### src/rtl/core/lgep_pkg.sv
`timescale 1ns / 1ps

package lgep_pkg;

  // Input event beat.
  typedef struct packed {
    logic [4:0]         event_type;
    logic [9:0]         event_code;
    logic signed [31:0] event_value;
  } evt_t;

  // Result beat.
  typedef struct packed {
    logic        result_kind;
    logic [3:0]  button_index;
    logic        button_pressed;
    logic [12:0] pointer_x;
    logic [12:0] pointer_y;
  } res_t;

  // Configuration registers as seen by the datapath.
  typedef struct packed {
    logic signed [31:0] x_axis_min;
    logic signed [31:0] x_axis_max;
    logic signed [31:0] y_axis_min;
    logic signed [31:0] y_axis_max;
    logic [12:0]        window_width;
    logic [12:0]        window_height;
    logic               absolute_mode;
  } cfg_t;

  typedef enum logic [2:0] {
    OP_ABS_X  = 3'd0,
    OP_ABS_Y  = 3'd1,
    OP_REL_X  = 3'd2,
    OP_REL_Y  = 3'd3,
    OP_BUTTON = 3'd4,
    OP_SYNC   = 3'd5
  } op_t;

  // Classified command passed from the front to the back through the queue.
  typedef struct packed {
    op_t                op;
    logic [3:0]         button;
    logic signed [31:0] value;
  } cmd_t;

  // Event classes.
  localparam logic [4:0] EV_SYNC = 5'd0;
  localparam logic [4:0] EV_KEY  = 5'd1;
  localparam logic [4:0] EV_REL  = 5'd2;
  localparam logic [4:0] EV_ABS  = 5'd3;

  localparam logic [9:0] CODE_X          = 10'd0;
  localparam logic [9:0] CODE_Y          = 10'd1;
  localparam logic [9:0] CODE_SYNC       = 10'd0;
  localparam logic [9:0] CODE_KEY_LT     = 10'd272;
  localparam logic [9:0] CODE_KEY_RT     = 10'd273;
  localparam logic [9:0] CODE_KEY_MID    = 10'd274;
  localparam logic [9:0] CODE_BTN_FIRST  = 10'd257;
  localparam logic [9:0] CODE_BTN_LAST   = 10'd264;

  localparam logic [3:0] IDX_LT         = 4'd0;
  localparam logic [3:0] IDX_RT         = 4'd1;
  localparam logic [3:0] IDX_MID        = 4'd2;
  localparam logic [3:0] BTN_EXTRA_BASE = 4'd3;

  localparam logic        KIND_BUTTON  = 1'b0;
  localparam logic        KIND_POINTER = 1'b1;

  localparam logic [16:0] FRAC_ONE  = 17'd65536;
  localparam logic [16:0] FRAC_HALF = 17'd32768;
  localparam logic [12:0] DEFAULT_W = 13'd1920;
  localparam logic [12:0] DEFAULT_H = 13'd1080;

  localparam int FRAC_BITS = 16;

  // Register indexes on the configuration port.
  localparam logic [2:0] REG_X_MIN  = 3'd0;
  localparam logic [2:0] REG_X_MAX  = 3'd1;
  localparam logic [2:0] REG_Y_MIN  = 3'd2;
  localparam logic [2:0] REG_Y_MAX  = 3'd3;
  localparam logic [2:0] REG_WIDTH  = 3'd4;
  localparam logic [2:0] REG_HEIGHT = 3'd5;
  localparam logic [2:0] REG_MODE   = 3'd6;

  localparam int QUEUE_DEPTH = 4;
  localparam int QUEUE_AW    = $clog2(QUEUE_DEPTH);

endpackage

### src/rtl/core/lgep_front.sv
`timescale 1ns / 1ps

module lgep_front (
  input  logic              evt_valid,
  output logic              evt_stall,
  input  lgep_pkg::evt_t    evt,
  input  logic              queue_full,
  output logic              push,
  output lgep_pkg::cmd_t    cmd
);

  logic       keep;
  logic [9:0] extra;

  assign extra = evt.event_code - lgep_pkg::CODE_BTN_FIRST;

  always_comb begin
    keep       = 1'b0;
    cmd.op     = lgep_pkg::OP_SYNC;
    cmd.button = '0;
    cmd.value  = evt.event_value;
    case (evt.event_type)
      lgep_pkg::EV_ABS: begin
        if (evt.event_code == lgep_pkg::CODE_X) begin
          keep   = 1'b1;
          cmd.op = lgep_pkg::OP_ABS_X;
        end else if (evt.event_code == lgep_pkg::CODE_Y) begin
          keep   = 1'b1;
          cmd.op = lgep_pkg::OP_ABS_Y;
        end
      end
      lgep_pkg::EV_REL: begin
        if (evt.event_code == lgep_pkg::CODE_X) begin
          keep   = 1'b1;
          cmd.op = lgep_pkg::OP_REL_X;
        end else if (evt.event_code == lgep_pkg::CODE_Y) begin
          keep   = 1'b1;
          cmd.op = lgep_pkg::OP_REL_Y;
        end
      end
      lgep_pkg::EV_KEY: begin
        cmd.op = lgep_pkg::OP_BUTTON;
        // Only a plain press or release of a mapped button is passed on.
        if (evt.event_value == 32'sd0 || evt.event_value == 32'sd1) begin
          if (evt.event_code == lgep_pkg::CODE_KEY_LT) begin
            keep       = 1'b1;
            cmd.button = lgep_pkg::IDX_LT;
          end else if (evt.event_code == lgep_pkg::CODE_KEY_RT) begin
            keep       = 1'b1;
            cmd.button = lgep_pkg::IDX_RT;
          end else if (evt.event_code == lgep_pkg::CODE_KEY_MID) begin
            keep       = 1'b1;
            cmd.button = lgep_pkg::IDX_MID;
          end else if (evt.event_code >= lgep_pkg::CODE_BTN_FIRST &&
                       evt.event_code <= lgep_pkg::CODE_BTN_LAST) begin
            keep       = 1'b1;
            cmd.button = lgep_pkg::BTN_EXTRA_BASE + extra[3:0];
          end
        end
      end
      lgep_pkg::EV_SYNC: begin
        if (evt.event_code == lgep_pkg::CODE_SYNC) begin
          keep   = 1'b1;
          cmd.op = lgep_pkg::OP_SYNC;
        end
      end
      default: begin
        keep = 1'b0;
      end
    endcase
  end

  assign evt_stall = queue_full;
  assign push      = evt_valid && !queue_full && keep;

endmodule

### src/rtl/core/lgep_queue.sv
`timescale 1ns / 1ps

module lgep_queue (
  input  logic           clk,
  input  logic           rst,
  input  logic           push,
  input  lgep_pkg::cmd_t push_cmd,
  output logic           full,
  input  logic           pop,
  output logic           empty,
  output lgep_pkg::cmd_t head
);

  lgep_pkg::cmd_t              entries [lgep_pkg::QUEUE_DEPTH];
  logic [lgep_pkg::QUEUE_AW-1:0] wr_ptr;
  logic [lgep_pkg::QUEUE_AW-1:0] rd_ptr;
  logic [lgep_pkg::QUEUE_AW:0]   count;

  assign full  = (count == (lgep_pkg::QUEUE_AW+1)'(lgep_pkg::QUEUE_DEPTH));
  assign empty = (count == '0);
  assign head  = entries[rd_ptr];

  always_ff @(posedge clk) begin
    if (push) begin
      entries[wr_ptr] <= push_cmd;
    end
  end

  always_ff @(posedge clk) begin
    if (rst) begin
      wr_ptr <= '0;
      rd_ptr <= '0;
      count  <= '0;
    end else begin
      if (push) begin
        wr_ptr <= wr_ptr + 1'b1;
      end
      if (pop) begin
        rd_ptr <= rd_ptr + 1'b1;
      end
      if (push && !pop) begin
        count <= count + 1'b1;
      end else if (pop && !push) begin
        count <= count - 1'b1;
      end
    end
  end

endmodule

### src/rtl/core/lgep_back.sv
`timescale 1ns / 1ps

module lgep_back (
  input  logic           clk,
  input  logic           rst,
  input  lgep_pkg::cfg_t cfg,
  input  logic           empty,
  input  lgep_pkg::cmd_t head,
  output logic           pop,
  output logic           res_valid,
  input  logic           res_stall,
  output lgep_pkg::res_t res
);

  typedef enum logic [6:0] {
    S_IDLE  = 7'b0000001,
    S_EXEC  = 7'b0000010,
    S_CHECK = 7'b0000100,
    S_DIV   = 7'b0001000,
    S_MULX  = 7'b0010000,
    S_MULY  = 7'b0100000,
    S_EMIT  = 7'b1000000
  } state_t;

  state_t             state;
  lgep_pkg::cmd_t     cmd;
  lgep_pkg::res_t     pend_res;
  logic [16:0]        x_fraction;
  logic [16:0]        y_fraction;
  logic signed [31:0] x_position;
  logic signed [31:0] y_position;
  logic               update_pending;
  logic               clamp_now;
  logic signed [32:0] rng;
  logic signed [32:0] num;
  logic [32:0]        rem;
  logic [15:0]        quo;
  logic [3:0]         step;

  logic [12:0]        w;
  logic [12:0]        h;
  logic signed [31:0] lo;
  logic signed [31:0] hi;
  logic signed [31:0] pos_sel;
  logic signed [32:0] sum;
  logic signed [31:0] sat;
  logic [32:0]        trial;
  logic               fit;
  logic [29:0]        prod_x;
  logic [29:0]        prod_y;
  logic [31:0]        x_clamped;
  logic [31:0]        y_clamped;
  logic [16:0]        frac_done;
  logic               load_res;

  assign w = (cfg.window_width == '0) ? lgep_pkg::DEFAULT_W : cfg.window_width;
  assign h = (cfg.window_height == '0) ? lgep_pkg::DEFAULT_H : cfg.window_height;

  assign lo = (cmd.op == lgep_pkg::OP_ABS_Y) ? cfg.y_axis_min : cfg.x_axis_min;
  assign hi = (cmd.op == lgep_pkg::OP_ABS_Y) ? cfg.y_axis_max : cfg.x_axis_max;

  // Saturating relative move.
  assign pos_sel = (cmd.op == lgep_pkg::OP_REL_Y) ? y_position : x_position;
  assign sum     = {pos_sel[31], pos_sel} + {cmd.value[31], cmd.value};
  always_comb begin
    if (sum[32] != sum[31]) begin
      sat = sum[32] ? 32'sh8000_0000 : 32'sh7fff_ffff;
    end else begin
      sat = sum[31:0];
    end
  end

  // One restoring step of the fraction divide; the remainder stays below the range.
  assign trial     = {rem[31:0], 1'b0};
  assign fit       = (trial >= {1'b0, rng[31:0]});
  assign frac_done = {1'b0, quo[14:0], fit};

  assign prod_x = x_fraction * w;
  assign prod_y = y_fraction * h;

  always_comb begin
    if (x_position[31]) begin
      x_clamped = '0;
    end else if (x_position > $signed({19'b0, w})) begin
      x_clamped = {19'b0, w};
    end else begin
      x_clamped = x_position;
    end
    if (y_position[31]) begin
      y_clamped = '0;
    end else if (y_position > $signed({19'b0, h})) begin
      y_clamped = {19'b0, h};
    end else begin
      y_clamped = y_position;
    end
  end

  assign pop      = (state == S_IDLE) && !empty;
  assign load_res = (state == S_EMIT) && !clamp_now && (!res_valid || !res_stall);

  always_ff @(posedge clk) begin
    if (rst) begin
      state          <= S_IDLE;
      res_valid      <= 1'b0;
      update_pending <= 1'b0;
      clamp_now      <= 1'b0;
      x_fraction     <= lgep_pkg::FRAC_HALF;
      y_fraction     <= lgep_pkg::FRAC_HALF;
      x_position     <= $signed({20'b0, lgep_pkg::DEFAULT_W[12:1]});
      y_position     <= $signed({20'b0, lgep_pkg::DEFAULT_H[12:1]});
    end else begin
      if (load_res) begin
        res_valid <= 1'b1;
      end else if (!res_stall) begin
        res_valid <= 1'b0;
      end
      case (state)
        S_IDLE: begin
          if (!empty) begin
            cmd   <= head;
            state <= S_EXEC;
          end
        end
        S_EXEC: begin
          case (cmd.op)
            lgep_pkg::OP_ABS_X, lgep_pkg::OP_ABS_Y: begin
              rng            <= {hi[31], hi} - {lo[31], lo};
              num            <= {cmd.value[31], cmd.value} - {lo[31], lo};
              update_pending <= 1'b1;
              state          <= S_CHECK;
            end
            lgep_pkg::OP_REL_X: begin
              x_position     <= sat;
              update_pending <= 1'b1;
              state          <= S_IDLE;
            end
            lgep_pkg::OP_REL_Y: begin
              y_position     <= sat;
              update_pending <= 1'b1;
              state          <= S_IDLE;
            end
            lgep_pkg::OP_BUTTON: begin
              pend_res.result_kind    <= lgep_pkg::KIND_BUTTON;
              pend_res.button_index   <= cmd.button;
              pend_res.button_pressed <= cmd.value[0];
              pend_res.pointer_x      <= '0;
              pend_res.pointer_y      <= '0;
              clamp_now               <= 1'b0;
              state                   <= S_EMIT;
            end
            default: begin
              // Sync report.
              if (!update_pending) begin
                state <= S_IDLE;
              end else if (cfg.absolute_mode) begin
                state <= S_MULX;
              end else begin
                clamp_now <= 1'b1;
                state     <= S_EMIT;
              end
            end
          endcase
        end
        S_CHECK: begin
          if (rng[32] || rng == '0) begin
            if (cmd.op == lgep_pkg::OP_ABS_Y) y_fraction <= lgep_pkg::FRAC_HALF;
            else x_fraction <= lgep_pkg::FRAC_HALF;
            state <= S_IDLE;
          end else if (num[32] || num == '0) begin
            if (cmd.op == lgep_pkg::OP_ABS_Y) y_fraction <= '0;
            else x_fraction <= '0;
            state <= S_IDLE;
          end else if (num >= rng) begin
            if (cmd.op == lgep_pkg::OP_ABS_Y) y_fraction <= lgep_pkg::FRAC_ONE;
            else x_fraction <= lgep_pkg::FRAC_ONE;
            state <= S_IDLE;
          end else begin
            rem   <= num;
            quo   <= '0;
            step  <= '0;
            state <= S_DIV;
          end
        end
        S_DIV: begin
          rem  <= fit ? (trial - {1'b0, rng[31:0]}) : trial;
          quo  <= frac_done[15:0];
          step <= step + 1'b1;
          if (step == 4'(lgep_pkg::FRAC_BITS - 1)) begin
            if (cmd.op == lgep_pkg::OP_ABS_Y) y_fraction <= frac_done;
            else x_fraction <= frac_done;
            state <= S_IDLE;
          end
        end
        S_MULX: begin
          x_position <= $signed({18'b0, prod_x[29:16]});
          state      <= S_MULY;
        end
        S_MULY: begin
          y_position <= $signed({18'b0, prod_y[29:16]});
          clamp_now  <= 1'b1;
          state      <= S_EMIT;
        end
        S_EMIT: begin
          // A sync result clamps here, so it sees the finished positions.
          if (clamp_now) begin
            x_position              <= x_clamped;
            y_position              <= y_clamped;
            update_pending          <= 1'b0;
            clamp_now               <= 1'b0;
            pend_res.result_kind    <= lgep_pkg::KIND_POINTER;
            pend_res.button_index   <= '0;
            pend_res.button_pressed <= 1'b0;
            pend_res.pointer_x      <= x_clamped[12:0];
            pend_res.pointer_y      <= y_clamped[12:0];
          end else if (load_res) begin
            res   <= pend_res;
            state <= S_IDLE;
          end
        end
        default: begin
          state <= S_IDLE;
        end
      endcase
    end
  end

endmodule

### src/rtl/core/light_gun_event_to_pointer.sv
`timescale 1ns / 1ps

// Light gun event to pointer translator.
// Input events (type, code, value) arrive as beats on the evt channel; button
// and pointer results leave as beats on the res channel. Both channels use
// valid and stall, and a beat moves when valid is high and stall is low.
// A front stage classifies each event and drops the ones with no effect; kept
// events wait in a four-entry queue, so evt_stall rises only when it is full.
// The back stage runs one queued event at a time. A relative move updates the
// position and ends; a button event goes straight to the emit state, and a sync
// clamps the positions there before it emits in relative mode, or first runs two
// multiplies by the window size in absolute mode; res_valid is registered. An
// absolute axis event holds the back stage through a range check and the
// 16-step serial divide by the axis range, so no new event is taken until the
// divide ends. A stall on res holds the result register and the back stage; the
// queue keeps taking events until it fills.
// Reset (rst, synchronous) empties the queue, clears the pending flag, sets
// both fractions to one half and the position to the middle of a 1920x1080
// window, and loads the register defaults. Registers are written over the
// APB-style port by the user only while the block is idle; it is not enforced.

module light_gun_event_to_pointer (
  input  logic           clk,
  input  logic           rst,
  input  logic           evt_valid,
  output logic           evt_stall,
  input  lgep_pkg::evt_t evt,
  output logic           res_valid,
  input  logic           res_stall,
  output lgep_pkg::res_t res,
  input  logic           psel,
  input  logic           penable,
  input  logic           pwrite,
  input  logic [4:0]     paddr,
  input  logic [31:0]    pwdata,
  output logic [31:0]    prdata,
  output logic           pready
);

  lgep_pkg::cfg_t cfg;
  lgep_pkg::cmd_t push_cmd;
  lgep_pkg::cmd_t head;
  logic           push;
  logic           pop;
  logic           full;
  logic           empty;
  logic           wr_en;
  logic [2:0]     reg_index;

  assign pready    = 1'b1;
  assign reg_index = paddr[4:2];
  assign wr_en     = psel && penable && pwrite;

  always_ff @(posedge clk) begin
    if (rst) begin
      cfg.x_axis_min    <= 32'sd0;
      cfg.x_axis_max    <= 32'sd65535;
      cfg.y_axis_min    <= 32'sd0;
      cfg.y_axis_max    <= 32'sd65535;
      cfg.window_width  <= lgep_pkg::DEFAULT_W;
      cfg.window_height <= lgep_pkg::DEFAULT_H;
      cfg.absolute_mode <= 1'b0;
    end else if (wr_en) begin
      case (reg_index)
        lgep_pkg::REG_X_MIN:  cfg.x_axis_min    <= pwdata;
        lgep_pkg::REG_X_MAX:  cfg.x_axis_max    <= pwdata;
        lgep_pkg::REG_Y_MIN:  cfg.y_axis_min    <= pwdata;
        lgep_pkg::REG_Y_MAX:  cfg.y_axis_max    <= pwdata;
        lgep_pkg::REG_WIDTH:  cfg.window_width  <= pwdata[12:0];
        lgep_pkg::REG_HEIGHT: cfg.window_height <= pwdata[12:0];
        lgep_pkg::REG_MODE:   cfg.absolute_mode <= pwdata[0];
        default: begin
        end
      endcase
    end
  end

  always_comb begin
    case (reg_index)
      lgep_pkg::REG_X_MIN:  prdata = cfg.x_axis_min;
      lgep_pkg::REG_X_MAX:  prdata = cfg.x_axis_max;
      lgep_pkg::REG_Y_MIN:  prdata = cfg.y_axis_min;
      lgep_pkg::REG_Y_MAX:  prdata = cfg.y_axis_max;
      lgep_pkg::REG_WIDTH:  prdata = {19'b0, cfg.window_width};
      lgep_pkg::REG_HEIGHT: prdata = {19'b0, cfg.window_height};
      lgep_pkg::REG_MODE:   prdata = {31'b0, cfg.absolute_mode};
      default:              prdata = '0;
    endcase
  end

  lgep_front u_front (
    .evt_valid  (evt_valid),
    .evt_stall  (evt_stall),
    .evt        (evt),
    .queue_full (full),
    .push       (push),
    .cmd        (push_cmd)
  );

  lgep_queue u_queue (
    .clk      (clk),
    .rst      (rst),
    .push     (push),
    .push_cmd (push_cmd),
    .full     (full),
    .pop      (pop),
    .empty    (empty),
    .head     (head)
  );

  lgep_back u_back (
    .clk       (clk),
    .rst       (rst),
    .cfg       (cfg),
    .empty     (empty),
    .head      (head),
    .pop       (pop),
    .res_valid (res_valid),
    .res_stall (res_stall),
    .res       (res)
  );

endmodule
### config.mk
export PLATFORM = sky130hd
export DESIGN_NAME = light_gun_event_to_pointer
export DESIGN_NICKNAME = d
export VERILOG_FILES = /design/src/rtl/core/lgep_pkg.sv /design/src/rtl/core/lgep_front.sv /design/src/rtl/core/lgep_queue.sv /design/src/rtl/core/lgep_back.sv /design/src/rtl/core/light_gun_event_to_pointer.sv
export SDC_FILE = /design/constraint.sdc
export NUM_CORES = 2
export LEC_CHECK = 0
export BUFFER_PORTS_ARGS = -buffer_cell sky130_fd_sc_hd__buf_2
export CORE_ASPECT_RATIO = 0.9
export CORE_MARGIN = 3
export CORE_UTILIZATION = 45
export DETAILED_ROUTE_END_ITERATION = 12
export GPL_ROUTABILITY_DRIVEN = 0
export PLACE_DENSITY = 0.61
export SLEW_MARGIN = 0
export SYNTH_ARGS = -nofsm -noshare
export SYNTH_HDL_FRONTEND = slang
export SYNTH_SLANG_ARGS = --single-unit
### constraint.sdc
create_clock -name clk -period 10.3 [get_ports clk]
set_input_delay 1.545 -clock clk [delete_from_list [all_inputs] [get_ports clk]]
set_output_delay 1.545 -clock clk [all_outputs]
set_load 0.01 [all_outputs]
==> results.md <==
- Adder-cell share of the synthesized area: 0.226
- Crit. path cell count: 21
- Clk_skew: 31.4 ps
- Cell area after layout: 52800 um2
- Area Overhead vs Synth: 9.65%
- Post-synthesis mux area share: 0.0611
- Multi-input gate area: ~29000 um2
- Clock root cell: clkbuf_16
- Die area: around 110000 um2
- Min cycle time layout: 8190 ps
- Worst Max-Slew Pin Slew: approximately 1200 ps
- Post-synthesis cell count: 4999
- Post-Synth XOR/XNOR Area: 0.0229
- Ys async rst share: 0
- Post-DP Area: 50200 um2
- Fin cells: about 6500
- CTS buffer count: 72
- Yosys Warn Count: 0
- Setup crit end: u_back.y_position[13]
- Fin nets: 5798
- Final hold vios: 0
- Top delay family on crit path: adder cells
- Final Core Density: 0.499
- Pleak: 22.5 nW
- Critical path's slowest cell: a2111oi_0
- Hold WS: 418 ps
- Syn avg cell area: 9.64 um2
- Unrepaired setup endpoints after global routing: no
- Post-Syn Area: 48200 um2
- Post-route setup slack: 2110 ps
- Seq cells post-synth: between 600 and 700
- Critical Path Source: cfg[3]
- Largest net degree at the start of global routing: 82
- # setup viols final: 0
- Placed cell count: roughly 6300
- Detailed-route via count: 36900
- FF+latch area: roughly 17000 um2
- Maximum clock rate: 0.122 GHz
- Run status: complete, no violations
- DRC Markers: 0
- Worst Path Max Fanout: 22
- Final slew viol count: 0
- TNS Setup: 0 ps
- Vias in the first global route: 35900
- DIE WIDTH: around 350 um
- CTS Sinks: ~650
- DRT Pass-1 Iters: 6
- CP arrival: approximately 8700 ps
- Row count: 113
- Cell variety after synth: 97
- Die H: 316 um
- Area of the core: 106000 um2
- Hold_buf cts: 0
- First-pass GRT wire length: 212000 um
- Initial antenna violation count: 17
- Buf/Inv on CP: 3
- I/O Buffers: 154
- Dpl hpwl: slightly above 100000 um
- Commonest cells after routing, fill and taps aside: nand2_1, inv_1, edfxtp_1
- Crit-path cells: nor4_1 -> nand4_1 -> nand2b_1 -> nand2_1 -> fa_1 -> fa_1 -> inv_1 -> fa_1 -> fa_1 -> inv_1 -> fa_1 -> inv_1 -> ha_1 -> a21o_1 -> a21o_1 -> a2111oi_0 -> o31ai_1 -> a31oi_1 -> o21ai_0 -> a221o_1 -> o311ai_1
- Clock-pin transition on the worst setup and hold timing paths: 60 ps
- Top_reg_cell synth: edfxtp_1
- Fin crit share: 0.795
- Synth Area in Simple Gates: 0.165
- Largest family of logic cells by synthesized area: adder cells
- Syn nets: 5759
- VDD IR max: 0.134 mV
- P per Cell Area: between 100 and 150 nW/um2
- CP required: 10830 ps
- R2R cell count: 21
- Synth Area in Compound Gates: 0.117
- WL/cell: between 20 and 25 um
- Reg2reg end: u_back.y_position[13]
- Ports: about 160
- Total design power: 7.00 mW
- Post-CTS resize count: 0
- Maxcap violations: 0
- Post-DRT Antenna Nets: 0
- Post-synthesis sequential area ratio: 0.346
- Layout cell share with drive strength beyond 1: 0.0981
- Worst reg-to-reg setup slack: 2110 ps
- WS Path Type: reg2reg
- Fillers: 9635
- Drt total wl: 136000 um
- Reg2Reg Launch Point: cfg[3]
- Most common cell after layout, fill and taps aside: nand2_1
- Clock latency on the worst-skew pair: 640 ps
- CP peak stage delay: 820 ps
- Top cell by count, worst path: fa_1
- Crit path capture type: register
- Worst min-delay path class: reg2reg
- Clock tree buffer depth: 3
- Dpl ws: 2150 ps
- Relative slew slack: 0.222
- Gr ovfl total: 0
- Postcts setup bufs: 0
- Vias per std cell: 5.68
- Startpoint types: register
- # H-tree levels: 3
- CTS tree: yes
- Initial drt markers: 3216
- Starting density of the core: 0.455
- All-Layer GR Usage: 0.246
- Post-synth EDFFs: 376
-- state kept, by name (all words and copies together) (netlist names) --
name	flops
cfg	155
u_back.clamp_now	1
u_back.cmd	39
u_back.num	33
u_back.pend_res	32
u_back.quo	15
u_back.rem	32
u_back.res	32
u_back.res_valid	1
u_back.rng	33
u_back.state	7
u_back.step	4
u_back.update_pending	1
u_back.x_fraction	17
u_back.x_position	32
u_back.y_fraction	17
u_back.y_position	32
u_queue.count	3
u_queue.entries	156
u_queue.rd_ptr	2
u_queue.wr_ptr	2
-- worst min path at each step --
stage,to,cells past startpoint,slack [ps],startpoint
finish,u_back.res[25],0,420,u_back.pend_res[25]
CTS,u_back.res[7],0,420,u_back.pend_res[7]
global placement,u_back.res[17],0,400,u_back.pend_res[17]
floorplan,u_back.res[0],0,400,u_back.pend_res[0]
global route,u_back.res[7],0,420,u_back.pend_res[7]
detailed placement,u_back.res[11],0,400,u_back.pend_res[11]
-- routing by layer --
layer | GRT usage | wire length [um]
met1 | 0.368 | 63100
met2 | 0.365 | 58000
met3 | 0.0472 | 11500
met4 | 0.0643 | 3570
met5 | 0 | 89
-- Yosys cell counts, types with 74 or more instances --
master,count,area [um2]
o21ai_0,152,761
nand3_1,105,526
nor2_1,228,856
fa_1,333,6670
edfxtp_1,376,11300
ha_1,336,4200
dfxtp_1,270,5410
mux2i_1,114,1140
and2_1,286,1790
a21oi_1,292,1460
inv_1,531,1990
xnor2_1,79,692
mux2_2,74,833
a21o_1,80,601
nand2_1,721,2710
clkbuf_1,203,762
-- logic make-up after synthesis --
| group | after synthesis |
|---|---|
| xor gates and xnor gates | 126 |
| and+or+nand+nor | 1665 |
| adders and majority gates | 669 |
| AOI/OAI and AO/OA | 883 |
| other | 1 |
| muxes | 231 |
| DFF | 646 |
| buffers and inverters | 778 |
-- area by class of cell --
| cell class | count | area share |
|---|---|---|
| Inverter | 532 | 0.0378 |
| Timing Repair Buffer | 211 | 0.0228 |
| Clock buffer | 93 | 0.0362 |
| Sequential cell | 646 | 0.316 |
| Multi-Input combinational cell | 3575 | 0.541 |
| Tap cell | 1380 | 0.0327 |
| Clock inverter | 41 | 0.0130 |
| Antenna cell | 7 | 0.000332 |
-- where the power goes --
part | switching, mW | internal [mW]
logic | 0.743 | 0.486
registers | 0.115 | 2.83
clock network | 1.15 | 1.67
total | 2.01 | 4.99
-- worst reg2reg max path, cell delays in order, from the launching register on --
cell	delay (ps)
dfxtp_1	630
nor4_1	380
nand4_1	220
nand2b_1	800
nand2_1	200
fa_1	520
fa_1	510
inv_1	50
fa_1	460
fa_1	540
inv_1	50
fa_1	530
inv_1	50
ha_1	330
a21o_1	170
a21o_1	180
a2111oi_0	820
o31ai_1	200
a31oi_1	450
o21ai_0	340
a221o_1	390
o311ai_1	280
Note: power is estimated with default switching activity, not from simulation.
